$ cat src/swsr_pkg.sv
// Shared types and constants for the single-wire sensor reader.
`default_nettype none

package swsr_pkg;

	localparam int CFG_DATA_W = 16;
	localparam int CFG_IDX_W  = 3;

	// Position of the checksum byte within the five-byte frame.
	localparam logic [2:0] LAST_BYTE = 3'd4;

	localparam logic [15:0] START_LOW_RST  = 16'd20000;
	localparam logic [7:0]  RELEASE_RST    = 8'd30;
	localparam logic [7:0]  SETTLE_RST     = 8'd40;
	localparam logic [7:0]  ACK_RST        = 8'd80;
	localparam logic [7:0]  BIT_SAMPLE_RST = 8'd40;
	localparam logic [15:0] TIMEOUT_RST    = 16'd2000;

	typedef enum logic [CFG_IDX_W-1:0] {
		REG_START_LOW  = 3'd0,
		REG_RELEASE    = 3'd1,
		REG_SETTLE     = 3'd2,
		REG_ACK        = 3'd3,
		REG_BIT_SAMPLE = 3'd4,
		REG_TIMEOUT    = 3'd5
	} reg_idx_t;

	typedef enum logic [3:0] {
		PH_IDLE    = 4'd0,
		PH_DRIVE   = 4'd1,
		PH_RELEASE = 4'd2,
		PH_SETTLE  = 4'd3,
		PH_ACKHI   = 4'd4,
		PH_ACKEND  = 4'd5,
		PH_RISE    = 4'd6,
		PH_SAMPLE  = 4'd7,
		PH_FALL    = 4'd8
	} phase_t;

	typedef struct packed {
		logic [15:0] start_low_us;
		logic [7:0]  release_us;
		logic [7:0]  settle_us;
		logic [7:0]  ack_us;
		logic [7:0]  bit_sample_us;
		logic [15:0] timeout_us;
	} cfg_t;

	typedef struct packed {
		logic       drive_low;
		logic       busy;
		logic       byte_valid;
		logic [7:0] data_byte;
		logic [2:0] byte_index;
		logic       response_ok;
		logic       done;
		logic       checksum_ok;
		logic       timed_out;
	} res_t;

endpackage

`default_nettype wire

$ cat src/swsr_cfg.sv
// Configuration register file with reset defaults.
`default_nettype none

module swsr_cfg
	import swsr_pkg::*;
(
	input  wire logic                  clk,
	input  wire logic                  arst_n,
	input  wire logic                  cfg_we,
	input  wire logic [CFG_IDX_W-1:0]  cfg_index,
	input  wire logic [CFG_DATA_W-1:0] cfg_data,
	output cfg_t                       cfg
);

	cfg_t cfg_q;

	always_ff @(posedge clk or negedge arst_n) begin
		if (!arst_n) begin
			cfg_q.start_low_us  <= START_LOW_RST;
			cfg_q.release_us    <= RELEASE_RST;
			cfg_q.settle_us     <= SETTLE_RST;
			cfg_q.ack_us        <= ACK_RST;
			cfg_q.bit_sample_us <= BIT_SAMPLE_RST;
			cfg_q.timeout_us    <= TIMEOUT_RST;
		end else if (cfg_we) begin
			case (reg_idx_t'(cfg_index))
				REG_START_LOW:  cfg_q.start_low_us  <= cfg_data;
				REG_RELEASE:    cfg_q.release_us    <= cfg_data[7:0];
				REG_SETTLE:     cfg_q.settle_us     <= cfg_data[7:0];
				REG_ACK:        cfg_q.ack_us        <= cfg_data[7:0];
				REG_BIT_SAMPLE: cfg_q.bit_sample_us <= cfg_data[7:0];
				REG_TIMEOUT:    cfg_q.timeout_us    <= cfg_data;
				default: begin
				end
			endcase
		end
	end

	assign cfg = cfg_q;

endmodule

`default_nettype wire

$ cat src/swsr_fsm.sv
// Reading sequencer: phase, wait timer, bit and byte assembly, checksum.
`default_nettype none

module swsr_fsm
	import swsr_pkg::*;
#(
	parameter int unsigned TIMER_BITS = 16
) (
	input  wire logic clk,
	input  wire logic arst_n,
	input  wire logic step_en,
	input  wire logic req_type,
	input  wire logic line_level,
	input  wire cfg_t cfg,
	output res_t      res
);

	localparam int CW = (TIMER_BITS > CFG_DATA_W) ? TIMER_BITS : CFG_DATA_W;
	localparam logic [TIMER_BITS-1:0] TMAX = '1;

	phase_t                phase_q, phase_d;
	logic [TIMER_BITS-1:0] timer_q, timer_d, timer_inc, lim_t;
	logic [2:0]            bit_q, bit_d;
	logic [2:0]            byte_q, byte_d;
	logic [7:0]            shift_q, shift_d;
	logic [7:0]            sum_q, sum_d;
	logic                  ack_q, ack_d;
	logic                  tmo_q, tmo_d;
	logic [15:0]           lim_raw;
	logic [CW-1:0]         lim_ext;
	logic                  hit, line_edge;
	logic                  emit, done, ck;

	// Delay for the current phase; the edge waits use the timeout.
	always_comb begin
		case (phase_q)
			PH_DRIVE:   lim_raw = cfg.start_low_us;
			PH_RELEASE: lim_raw = {8'd0, cfg.release_us};
			PH_SETTLE:  lim_raw = {8'd0, cfg.settle_us};
			PH_ACKHI:   lim_raw = {8'd0, cfg.ack_us};
			PH_SAMPLE:  lim_raw = {8'd0, cfg.bit_sample_us};
			default:    lim_raw = cfg.timeout_us;
		endcase
	end

	// The timer saturates, so a limit beyond its range acts as the maximum.
	assign lim_ext   = CW'(lim_raw);
	assign lim_t     = (lim_ext > CW'(TMAX)) ? TMAX : TIMER_BITS'(lim_ext);
	assign timer_inc = (timer_q == TMAX) ? timer_q : timer_q + 1'b1;
	assign hit       = (timer_inc >= lim_t);
	assign line_edge = (phase_q == PH_RISE) ? line_level : !line_level;

	always_comb begin
		phase_d = phase_q;
		timer_d = timer_q;
		bit_d   = bit_q;
		byte_d  = byte_q;
		shift_d = shift_q;
		sum_d   = sum_q;
		ack_d   = ack_q;
		tmo_d   = tmo_q;
		emit    = 1'b0;
		done    = 1'b0;
		ck      = 1'b0;
		if (req_type) begin
			// A start abandons any reading in progress.
			phase_d = PH_DRIVE;
			timer_d = '0;
			bit_d   = '0;
			byte_d  = '0;
			shift_d = '0;
			sum_d   = '0;
			ack_d   = 1'b0;
			tmo_d   = 1'b0;
		end else begin
			case (phase_q)
				PH_IDLE: begin
				end
				PH_DRIVE, PH_RELEASE: begin
					if (hit) begin
						phase_d = (phase_q == PH_DRIVE) ? PH_RELEASE : PH_SETTLE;
						timer_d = '0;
					end else begin
						timer_d = timer_inc;
					end
				end
				PH_SETTLE: begin
					if (hit) begin
						timer_d = '0;
						if (!line_level) begin
							phase_d = PH_ACKHI;
						end else begin
							phase_d = PH_IDLE;
							done    = 1'b1;
						end
					end else begin
						timer_d = timer_inc;
					end
				end
				PH_ACKHI: begin
					if (hit) begin
						timer_d = '0;
						if (line_level) begin
							ack_d   = 1'b1;
							phase_d = PH_ACKEND;
						end else begin
							phase_d = PH_IDLE;
							done    = 1'b1;
						end
					end else begin
						timer_d = timer_inc;
					end
				end
				PH_ACKEND, PH_RISE, PH_FALL: begin
					if (line_edge) begin
						timer_d = '0;
						if (phase_q == PH_ACKEND) begin
							phase_d = PH_RISE;
						end else if (phase_q == PH_RISE) begin
							phase_d = PH_SAMPLE;
						end else if (bit_q != 3'd0) begin
							phase_d = PH_RISE;
						end else begin
							// The bit counter wrapped, so a whole byte is in.
							emit = 1'b1;
							if (byte_q < LAST_BYTE) begin
								sum_d   = sum_q + shift_q;
								byte_d  = byte_q + 3'd1;
								shift_d = '0;
								phase_d = PH_RISE;
							end else begin
								ck      = (sum_q == shift_q);
								done    = 1'b1;
								phase_d = PH_IDLE;
							end
						end
					end else if (hit) begin
						tmo_d   = 1'b1;
						done    = 1'b1;
						phase_d = PH_IDLE;
						timer_d = '0;
					end else begin
						timer_d = timer_inc;
					end
				end
				PH_SAMPLE: begin
					if (hit) begin
						shift_d = {shift_q[6:0], line_level};
						bit_d   = bit_q + 3'd1;
						phase_d = PH_FALL;
						timer_d = '0;
					end else begin
						timer_d = timer_inc;
					end
				end
				default: begin
					phase_d = PH_IDLE;
					timer_d = '0;
				end
			endcase
		end
	end

	always_comb begin
		res.drive_low   = (phase_d == PH_DRIVE);
		res.busy        = (phase_d != PH_IDLE);
		res.byte_valid  = emit;
		res.data_byte   = emit ? shift_q : 8'd0;
		res.byte_index  = emit ? byte_q : 3'd0;
		res.response_ok = ack_d;
		res.done        = done;
		res.checksum_ok = ck;
		res.timed_out   = tmo_d;
	end

	always_ff @(posedge clk or negedge arst_n) begin
		if (!arst_n) begin
			phase_q <= PH_IDLE;
			timer_q <= '0;
			bit_q   <= '0;
			byte_q  <= '0;
			shift_q <= '0;
			sum_q   <= '0;
			ack_q   <= 1'b0;
			tmo_q   <= 1'b0;
		end else if (step_en) begin
			phase_q <= phase_d;
			timer_q <= timer_d;
			bit_q   <= bit_d;
			byte_q  <= byte_d;
			shift_q <= shift_d;
			sum_q   <= sum_d;
			ack_q   <= ack_d;
			tmo_q   <= tmo_d;
		end
	end

`ifndef NO_ASSERTIONS
	a_byte_from_fall: assert property (@(posedge clk) disable iff (!arst_n)
		step_en && res.byte_valid |-> phase_q == PH_FALL && !req_type)
		else $error("byte completed outside the falling-edge wait");

	a_done_goes_idle: assert property (@(posedge clk) disable iff (!arst_n)
		step_en && res.done |=> phase_q == PH_IDLE)
		else $error("reading ended but sequencer did not return to idle");

	a_checksum_at_end: assert property (@(posedge clk) disable iff (!arst_n)
		step_en && res.checksum_ok |-> res.done && res.byte_valid
			&& res.byte_index == LAST_BYTE)
		else $error("checksum verdict outside the last byte");

	a_timeout_no_byte: assert property (@(posedge clk) disable iff (!arst_n)
		step_en && $rose(tmo_d) && !req_type |-> res.done && !res.byte_valid)
		else $error("timeout did not end the reading cleanly");
`endif

endmodule

`default_nettype wire

$ cat src/single_wire_sensor_reader.sv
// Top level of the single-wire sensor reader: input register, sequencer, result register.
`default_nettype none

// Each input beat is either a one-microsecond tick carrying the sampled data
// line or a start request. The block takes one beat per clock cycle while the
// result register is empty or drained. A beat waits in the input register until
// the result register is empty or drained; the sequencer step logic then writes
// its result into the result register, where it is shown until it is taken.
// When the result register is full and not taken, an empty input register still
// accepts one more beat. Configuration registers are plain writes and take
// effect on the next beat processed; write them only while no reading runs.
// Timers are TIMER_BITS wide and saturate; longer configured delays act as
// the maximum. There is no clearing pass after reset.
module single_wire_sensor_reader
	import swsr_pkg::*;
#(
	parameter int unsigned TIMER_BITS = 16
) (
	input  wire logic                  clk,
	input  wire logic                  arst_n,
	input  wire logic                  cfg_we,
	input  wire logic [CFG_IDX_W-1:0]  cfg_index,
	input  wire logic [CFG_DATA_W-1:0] cfg_data,
	input  wire logic                  req_valid,
	output logic                       req_ready,
	input  wire logic                  req_type,
	input  wire logic                  line_level,
	output logic                       res_valid,
	input  wire logic                  res_ready,
	output logic                       drive_low,
	output logic                       busy_res,
	output logic                       byte_valid,
	output logic [7:0]                 data_byte,
	output logic [2:0]                 byte_index,
	output logic                       response_ok,
	output logic                       done_res,
	output logic                       checksum_ok,
	output logic                       timed_out
);

	cfg_t cfg;
	res_t step_res;
	res_t res_s2;
	logic valid_s1, req_type_s1, line_level_s1;
	logic res_valid_s2;
	logic adv, step_en;

	// The pipeline moves whenever the result register is empty or drained.
	assign adv       = !res_valid_s2 || res_ready;
	assign req_ready = !valid_s1 || adv;
	assign step_en   = valid_s1 && adv;

	swsr_cfg u_cfg (
		.clk       (clk),
		.arst_n    (arst_n),
		.cfg_we    (cfg_we),
		.cfg_index (cfg_index),
		.cfg_data  (cfg_data),
		.cfg       (cfg)
	);

	swsr_fsm #(
		.TIMER_BITS (TIMER_BITS)
	) u_fsm (
		.clk        (clk),
		.arst_n     (arst_n),
		.step_en    (step_en),
		.req_type   (req_type_s1),
		.line_level (line_level_s1),
		.cfg        (cfg),
		.res        (step_res)
	);

	always_ff @(posedge clk or negedge arst_n) begin
		if (!arst_n) begin
			valid_s1     <= 1'b0;
			res_valid_s2 <= 1'b0;
		end else begin
			if (req_ready) begin
				valid_s1 <= req_valid;
			end
			if (adv) begin
				res_valid_s2 <= valid_s1;
			end
		end
	end

	always_ff @(posedge clk) begin
		if (req_valid && req_ready) begin
			req_type_s1   <= req_type;
			line_level_s1 <= line_level;
		end
		if (step_en) begin
			res_s2 <= step_res;
		end
	end

	assign res_valid   = res_valid_s2;
	assign drive_low   = res_s2.drive_low;
	assign busy_res    = res_s2.busy;
	assign byte_valid  = res_s2.byte_valid;
	assign data_byte   = res_s2.data_byte;
	assign byte_index  = res_s2.byte_index;
	assign response_ok = res_s2.response_ok;
	assign done_res    = res_s2.done;
	assign checksum_ok = res_s2.checksum_ok;
	assign timed_out   = res_s2.timed_out;

endmodule

`default_nettype wire

$ cat config.mk
export PLATFORM = sky130hd
export DESIGN_NAME = single_wire_sensor_reader
export DESIGN_NICKNAME = d
export VERILOG_FILES = /design/src/swsr_pkg.sv /design/src/swsr_cfg.sv /design/src/swsr_fsm.sv /design/src/single_wire_sensor_reader.sv
export SDC_FILE = /design/constraint.sdc
export NUM_CORES = 1
export LEC_CHECK = 0
export BUFFER_PORTS_ARGS = -buffer_cell sky130_fd_sc_hd__buf_2
export CORE_AREA = 5 5 105 181
export CTS_CLUSTER_DIAMETER = 200
export DETAILED_ROUTE_END_ITERATION = 8
export DIE_AREA = 0 0 110 186
export PLACE_DENSITY = 0.53
export SETUP_SLACK_MARGIN = 0.4
export SLEW_MARGIN = 15
export SYNTH_ARGS = -nofsm -noshare
export SYNTH_HDL_FRONTEND = slang
export SYNTH_HIERARCHICAL = 1
export SYNTH_SLANG_ARGS = --single-unit
export TNS_END_PERCENT = 100
$ cat constraint.sdc
create_clock -name clk -period 4.6 [get_ports clk]
set_input_delay 0.92 -clock clk [delete_from_list [all_inputs] [get_ports clk]]
set_output_delay 0.92 -clock clk [all_outputs]
set_load 0.05 [all_outputs]
==> results of run 1 <==
==> cell type report <==
cell class | instances | area, µm² | share of cell area (%)
sequential | 130 | 3380 | 42.1
timing repair buffer | 74 | 458 | 5.69
tap | 231 | 289 | 3.59
clock inverter | 12 | 128 | 1.59
multi-input combinational | 416 | 3270 | 40.6
inverter | 13 | 48.8 | 0.607
clock buffer | 20 | 468 | 5.82
==> metal layers <==
layer  GRT usage (%)  wire [µm]
met5               0          0
met4            8.89        569
met3            3.12        571
met2            31.3       8970
met1            18.0       6030
==> critical path, cell delays in order (launching register included) <==
cell      delay [ns]
dfrtp_1         0.42
ha_2            0.22
nand3_2         0.12
or4_4           0.49
or2_4           0.31
nand2_1         0.10
xnor2_1         0.22
ha_2            0.28
o21a_1          0.14
nor2_1          0.05
o311a_1         0.38
o21ai_4         0.25
buf_4           0.18
mux2i_1         0.22
nand4b_1        0.20
a21bo_2         0.26
==> kinds of logic after synthesis <==
group	share of synthesized area (%)
fa+ha+maj	5.26
mux	11.1
buf+inv	3.35
xor+xnor	2.45
simple gates	13.0
compound gates	15.2
flops	49.7
==> timing repair <==
item / CTS / global route
setup buffers: 3 / 6
pin swaps: 2 / 5
hold buffers: 0 / 0
setup endpoints to repair: 13 / 12
gates resized for setup: 6 / 14
==> layout by cell type (no fill, tap or decap), drive strengths merged, types with 21 or more instances in the layout <==
| cell type | Yosys | layout |
|---|---|---|
| dfrtp | 89 | 89 |
| buf | 19 | 74 |
| mux2 | 66 | 66 |
| a21oi | 36 | 36 |
| nand2 | 34 | 34 |
| nor2 | 34 | 34 |
| ha | 27 | 27 |
| o21ai | 25 | 25 |
| a22o | 23 | 23 |
| dfstp | 21 | 21 |
==> registers in the layout (all words and copies together) (netlist names) <==
register       count
u_fsm/shift_q      8
response_ok        1
done_res           1
byte_valid         1
timed_out          1
data_byte          8
line_level_s1      1
u_fsm/tmo_q        1
u_fsm/phase_q      4
busy_res           1
u_fsm/timer_q     16
u_fsm/bit_q        3
byte_index         3
u_cfg/cfg         64
u_fsm/byte_q       3
drive_low          1
u_fsm/sum_q        8
res_valid          1
req_type_s1        1
u_fsm/ack_q        1
valid_s1           1
checksum_ok        1
==> through the flow <==
| step | worst slack, ns | power [mW] | area (µm²) | util [%] |
|---|---|---|---|---|
| global placement | 0.177 | 1.88 | 7300 | 42.0 |
| CTS | 0.414 | 3.31 | 7940 | 45.7 |
| finish | 0.533 | 3.30 | 8050 | 46.3 |
| global route | 0.399 | 3.45 | 8050 | 46.3 |
| floorplan | 0.737 | 1.75 | 6800 | - |
| detailed placement | 0.124 | 1.91 | 7300 | 42.0 |
==> power breakdown <==
part	internal [mW]	switching, mW	leakage [nW]
combinational	0.238	0.256	1.68
clock	0.845	0.519	0.296
sequential	1.35	0.0922	1.55
==> final timing paths <==
kind	from	end	slack, ns	cells past startpoint
min reg2reg	u_cfg/cfg[14]	u_cfg/cfg[14]	0.51	1
max	u_fsm/timer_q[1]	busy_res	0.53	15
max reg2reg	u_fsm/timer_q[1]	busy_res	0.53	15
min in group clk	u_cfg/cfg[14]	u_cfg/cfg[14]	0.51	1
min	arst_n	u_cfg/cfg[12]	0.47	1
max in group asynchronous	arst_n	u_cfg/cfg[41]	3.21	2
==> run_results.csv, run 1 <==
group,metric,value,unit
die,fp.coreArea,17400,µm²
power_and_ir_drop,cellPowerDensity,410,nW/µm²
die,die_w,110,µm
synth,synth_area_per_cell,11.5,µm²
global_routing,grt_pass1_wl,26800,µm
global_routing,grt_max_degree,43,
sta,skew,0.0139,ns
synth,ys_top_cells_by_area,"dfrtp_1 33%, mux2_2 11%, edfxtp_1 8.8%, dfstp_2 8.1%, ha_1 5.0%",
placed_design,gp_congestion,0.871,
synth,synth_fp_nets,646,
finish,nNetsFinal,706,
route,detail_route.vias_per_cell,5.55,
clocking,clock_sinks,130,
synth,yosys.area.top_type,"dfrtp_1",
worst_setup_path,crit_path_end_kind,"flip-flop",
die,fp.dieH,186,µm
flow_run,maxCapViolCount,0,
route,drtPass1Iterations,6,
die,start_util,39.1,%
finish,fill_cells,1612,
sta,setup_tns,0,ns
sta,whs,0.470,ns
synth,synth-edff-count,20,
route,num_vias,4974,
global_routing,antenna_found_initial,0,
finish,layout-drive-gt1-share,33.5,%
die,io_pins,46,
finish,n_antenna_cell,0,
synth,synth_cells,592,
clocking,clkLatencyLatePin,0.42,ns
route,wl,16100,µm
synth,synth_top_area_share,32.7,%
synth,synth_commonest_cells,"89 x dfrtp_1, 64 x mux2_2, 36 x a21oi_1",
clocking,cts_buffers,17,
sta,slew_headroom,46.6,%
clocking,cts_max_path_buffers,2,
global_routing,grt_pass1_vias,5252,
power_and_ir_drop,peakVddDrop,0.000226,V
finish,layout.cells.non_filler,896,
placed_design,dp.cells,855,
synth,syn_area,6800,µm²
die,row_count,64,
die,dieArea,20500,µm²
worst_setup_path,cp.required,4.77,ns
worst_setup_path,path_class,"flip-flop to flip-flop",
route,ant_nets,0,
sta,max_freq,246,MHz
synth,yosysWarnings,6,
placed_design,hpwl,11500,µm
worst_setup_path,crit_fanout,9,
sta,grt_setup_unrepaired,"no",
synth,async_flop_share,84.6,%
worst_setup_path,startpoint_type,"flip-flop",
sta,tightest_slew,0.795,ns
synth,ys_seq_area_share,49.7,%
placed_design,port_buffers,45,
synth,synth-main-ff-cell,"dfrtp_1",
finish,syn2layout_area_growth,18.3,%
sta,finalHoldViolCount,0,
sta,period_share,88.4,%
clocking,htree_levels,4,
sta,slew_violations,0,
route,drc,0,
global_routing,track_usage,17.0,%
clocking,cts_root_buffer,"clkbuf_16",
sta,finalSetupViolCount,0,
global_routing,grt_overflow,0,
route,drtIter0Drc,263,
hold_path,hold_class,"input pin to asynchronous set/reset pin",
route,wire_per_inst,18.0,µm
run_status,status,"finished clean",
clocking,path_clk_slew,0.05,ns
synth,yosysMostFrequentCell,"dfrtp_1",
clocking,cts_tree,"done",
worst_setup_path,worstPathArrival,4.23,ns
synth,synth.distinct_cells,72,
power_and_ir_drop,p_leak,3.53,nW
sta,fin_crit,4.07,ns
synth,synth_seq_cells,130,
Power figures use the tool's default switching activity.
==> run 2, diff against run 1 <==
BUFFER_PORTS_ARGS = default   (was -buffer_cell sky130_fd_sc_hd__buf_2)
CORE_AREA = 2 2 102 178   (was 5 5 105 181)
DIE_AREA = 0 0 104 180   (was 0 0 110 186)
DONT_BUFFER_PORTS = 1   (was default)
PLACE_DENSITY = 0.51   (was 0.53)
==> run 2 against run 1 <==
Non-clock buffer count decreased by 47. Utilization decreased by 1.5 points. Clock skew decreased by 0.0057 ns. Register-to-register slack about the same. Die area decreased by 8.5%. Design area decreased by 3.7%. Largest cell class unchanged. Global-route usage increased by 0.62 points. Highest routed layer unchanged. Power decreased by 6.2%.
==> run_results.csv, run 2 (same netlist as run 1, synthesis figures left out) <==
group,metric,value,unit
sta,fin_crit,4.06,ns
worst_setup_path,cp_cell_sequence,"ha_1, nand3_2, or4_4, or2_4, xnor2_2, ha_1, nand2b_1, a2111oi_1, o311a_1, o21ai_4, and3_4, nor4b_4, a21bo_2",
sta,skew,0.00815,ns
finish,nNetsFinal,659,
die,start_util,39.3,%
power_and_ir_drop,peakVddDrop,0.000289,V
placed_design,dp.cells,813,
clocking,cts_max_path_buffers,2,
clocking,cts_buffers,17,
worst_setup_path,critPathSlowestCell,"or4_4",
route,drtIter0Drc,262,
power_and_ir_drop,cellPowerDensity,399,nW/µm²
hold_path,hold_class,"input pin to asynchronous set/reset pin",
run_status,status,"finished clean",
clocking,cts_root_buffer,"clkbuf_16",
finish,syn2layout_area_growth,14.0,%
finish,seq_area,3380,µm²
global_routing,antenna_found_initial,0,
clocking,clkLatencyLatePin,0.42,ns
sta,tightest_slew,0.899,ns
placed_design,gp_congestion,0.833,
worst_setup_path,cp.required,4.77,ns
die,die_w,104,µm
worst_setup_path,worstPathArrival,4.23,ns
route,ant_nets,0,
die,row_count,64,
worst_setup_path,crit_path_end_kind,"flip-flop",
sta,grt_setup_unrepaired,"no",
clocking,cts-hold-fix-buffers,0,
finish,multi_input_area,3260,µm²
worst_setup_path,critPathMaxStageDelay,0.59,ns
route,detail_route.vias_per_cell,5.56,
finish,largest_register_ffs,64,
route,num_vias,4723,
worst_setup_path,cp_top_family,"simple AND/OR/NAND/NOR gates",
sta,slew_headroom,39.7,%
power_and_ir_drop,finalPower,3.09,mW
global_routing,track_usage,17.7,%
sta,setup_ws,0.540,ns
worst_setup_path,worst-path-buf-inv,0,
worst_setup_path,cp_common_cell,"ha_1",
placed_design,pre_cts_ws,0.229,ns
worst_setup_path,crit_start,"u_fsm/timer_q[1]",
route,drc,0,
route,wire_per_inst,18.5,µm
route,drtPass1Iterations,6,
clocking,cts_tree,"done",
clocking,path_clk_slew,0.06,ns
worst_setup_path,timing.rr.start,"u_fsm/timer_q[1]",
finish,layout.cells.non_filler,849,
global_routing,grt_overflow,0,
die,io_pins,46,
finish,layout_commonest_cell,"dfrtp_1",
worst_setup_path,crit_fanout,10,
placed_design,hpwl,11000,µm
finish,layout-drive-gt1-share,27.0,%
route,wl,15700,µm
sta,period_share,88.3,%
die,fp.coreArea,17300,µm²
worst_setup_path,path_class,"flip-flop to flip-flop",
worst_setup_path,startpoint_type,"flip-flop",
sta,max_freq,246,MHz
finish,fill_cells,1645,
clocking,clock_sinks,130,
global_routing,grt_max_degree,111,
finish,finalCoreUtilization,44.8,%
global_routing,grt_pass1_wl,26100,µm
power_and_ir_drop,p_leak,3.33,nW
die,fp.dieH,180,µm
global_routing,grt_pass1_vias,5009,
flow_run,maxCapViolCount,0,
die,dieArea,18700,µm²
clocking,htree_levels,4,
finish,final_cell_mix,"88 x dfrtp_1, 64 x mux2_2, 35 x a21oi_1",
sta,finalSetupViolCount,0,
sta,slew_violations,0,
placed_design,port_buffers,0,
finish,n_antenna_cell,0,
sta,setup_tns,0,ns
sta,finalHoldViolCount,0,
-- run 2: cell count changes in the layout (fill, tap and decap cells not counted), moves of 2 or more --
cell and change:
clkinvlp_4 +2, clkbuf_1 +2, ha_1 +2, clkinv_4 -2
dfrtp_1 +3, ha_2 -2, dfrtp_2 -3, bufinv_16 -2
clkbuf_8 +2, buf_4 -3, buf_2 -44
-- run 2: path summary, 6_finish.rpt --
kind	endpoint	slack (ns)	cells past startpoint
max	busy_res	0.54	13
min	u_fsm/shift_q[1]	0.20	0
max reg2reg	busy_res	0.54	13
min reg2reg	u_fsm/bit_q[2]	0.47	1
max in group asynchronous	u_cfg/cfg[59]	4.17	0
min in group clk	u_fsm/bit_q[2]	0.47	1
-- run 2: where the power goes --
group	switching, mW	internal, mW	leakage, nW	total [mW]
clock	0.490	0.760	0.268	1.25
sequential	0.118	1.35	1.56	1.46
combinational	0.175	0.203	1.50	0.377
-- run 2: metrics by stage --
step | instance area (µm²) | hold WS, ns
finish | 7750 | 0.196
global route | 7750 | 0.173
CTS | 7680 | 0.177
detailed placement | 7100 | 0.472
global placement | 7100 | 0.465
floorplan | 6800 | 0.442
-- run 2: routing by layer --
metal	wire length, µm	track usage, %	vias to the layer above	share of wire [%]
met3	556	3.95	26	3.5
met5	0	0	-	0
met4	355	7.62	0	2.3
met2	8670	32.5	102	55
li1	-	-	2231	-
met1	6160	19.2	2364	39
-- run 2: timing repair --
item	in CTS	in global routing
buffers inserted	1	3
pin swaps	1	3
setup endpoints to repair	10	11
resized for setup	5	10
cloned	0	0
-- run 2: worst register-to-register path, delay by kind of cell, from the launching register on --
kind                       cells  cell delay (ns)
and+or+nand+nor                6             1.74
AOI/OAI and AO/OA              4             1.06
adders and majority gates      2             0.48
DFF                            1             0.41
xor gates and xnor gates       1             0.15
-- run 2: area by class of cell --
| class | instances | area share (%) |
|---|---|---|
| flip-flops and latches | 130 | 43.6 |
| multi-input cells | 416 | 42.1 |
| clock buffers | 24 | 6.49 |
| repair buffers | 27 | 2.78 |
| well taps | 231 | 3.73 |
| clock inverters | 8 | 0.646 |
| inverters | 13 | 0.630 |
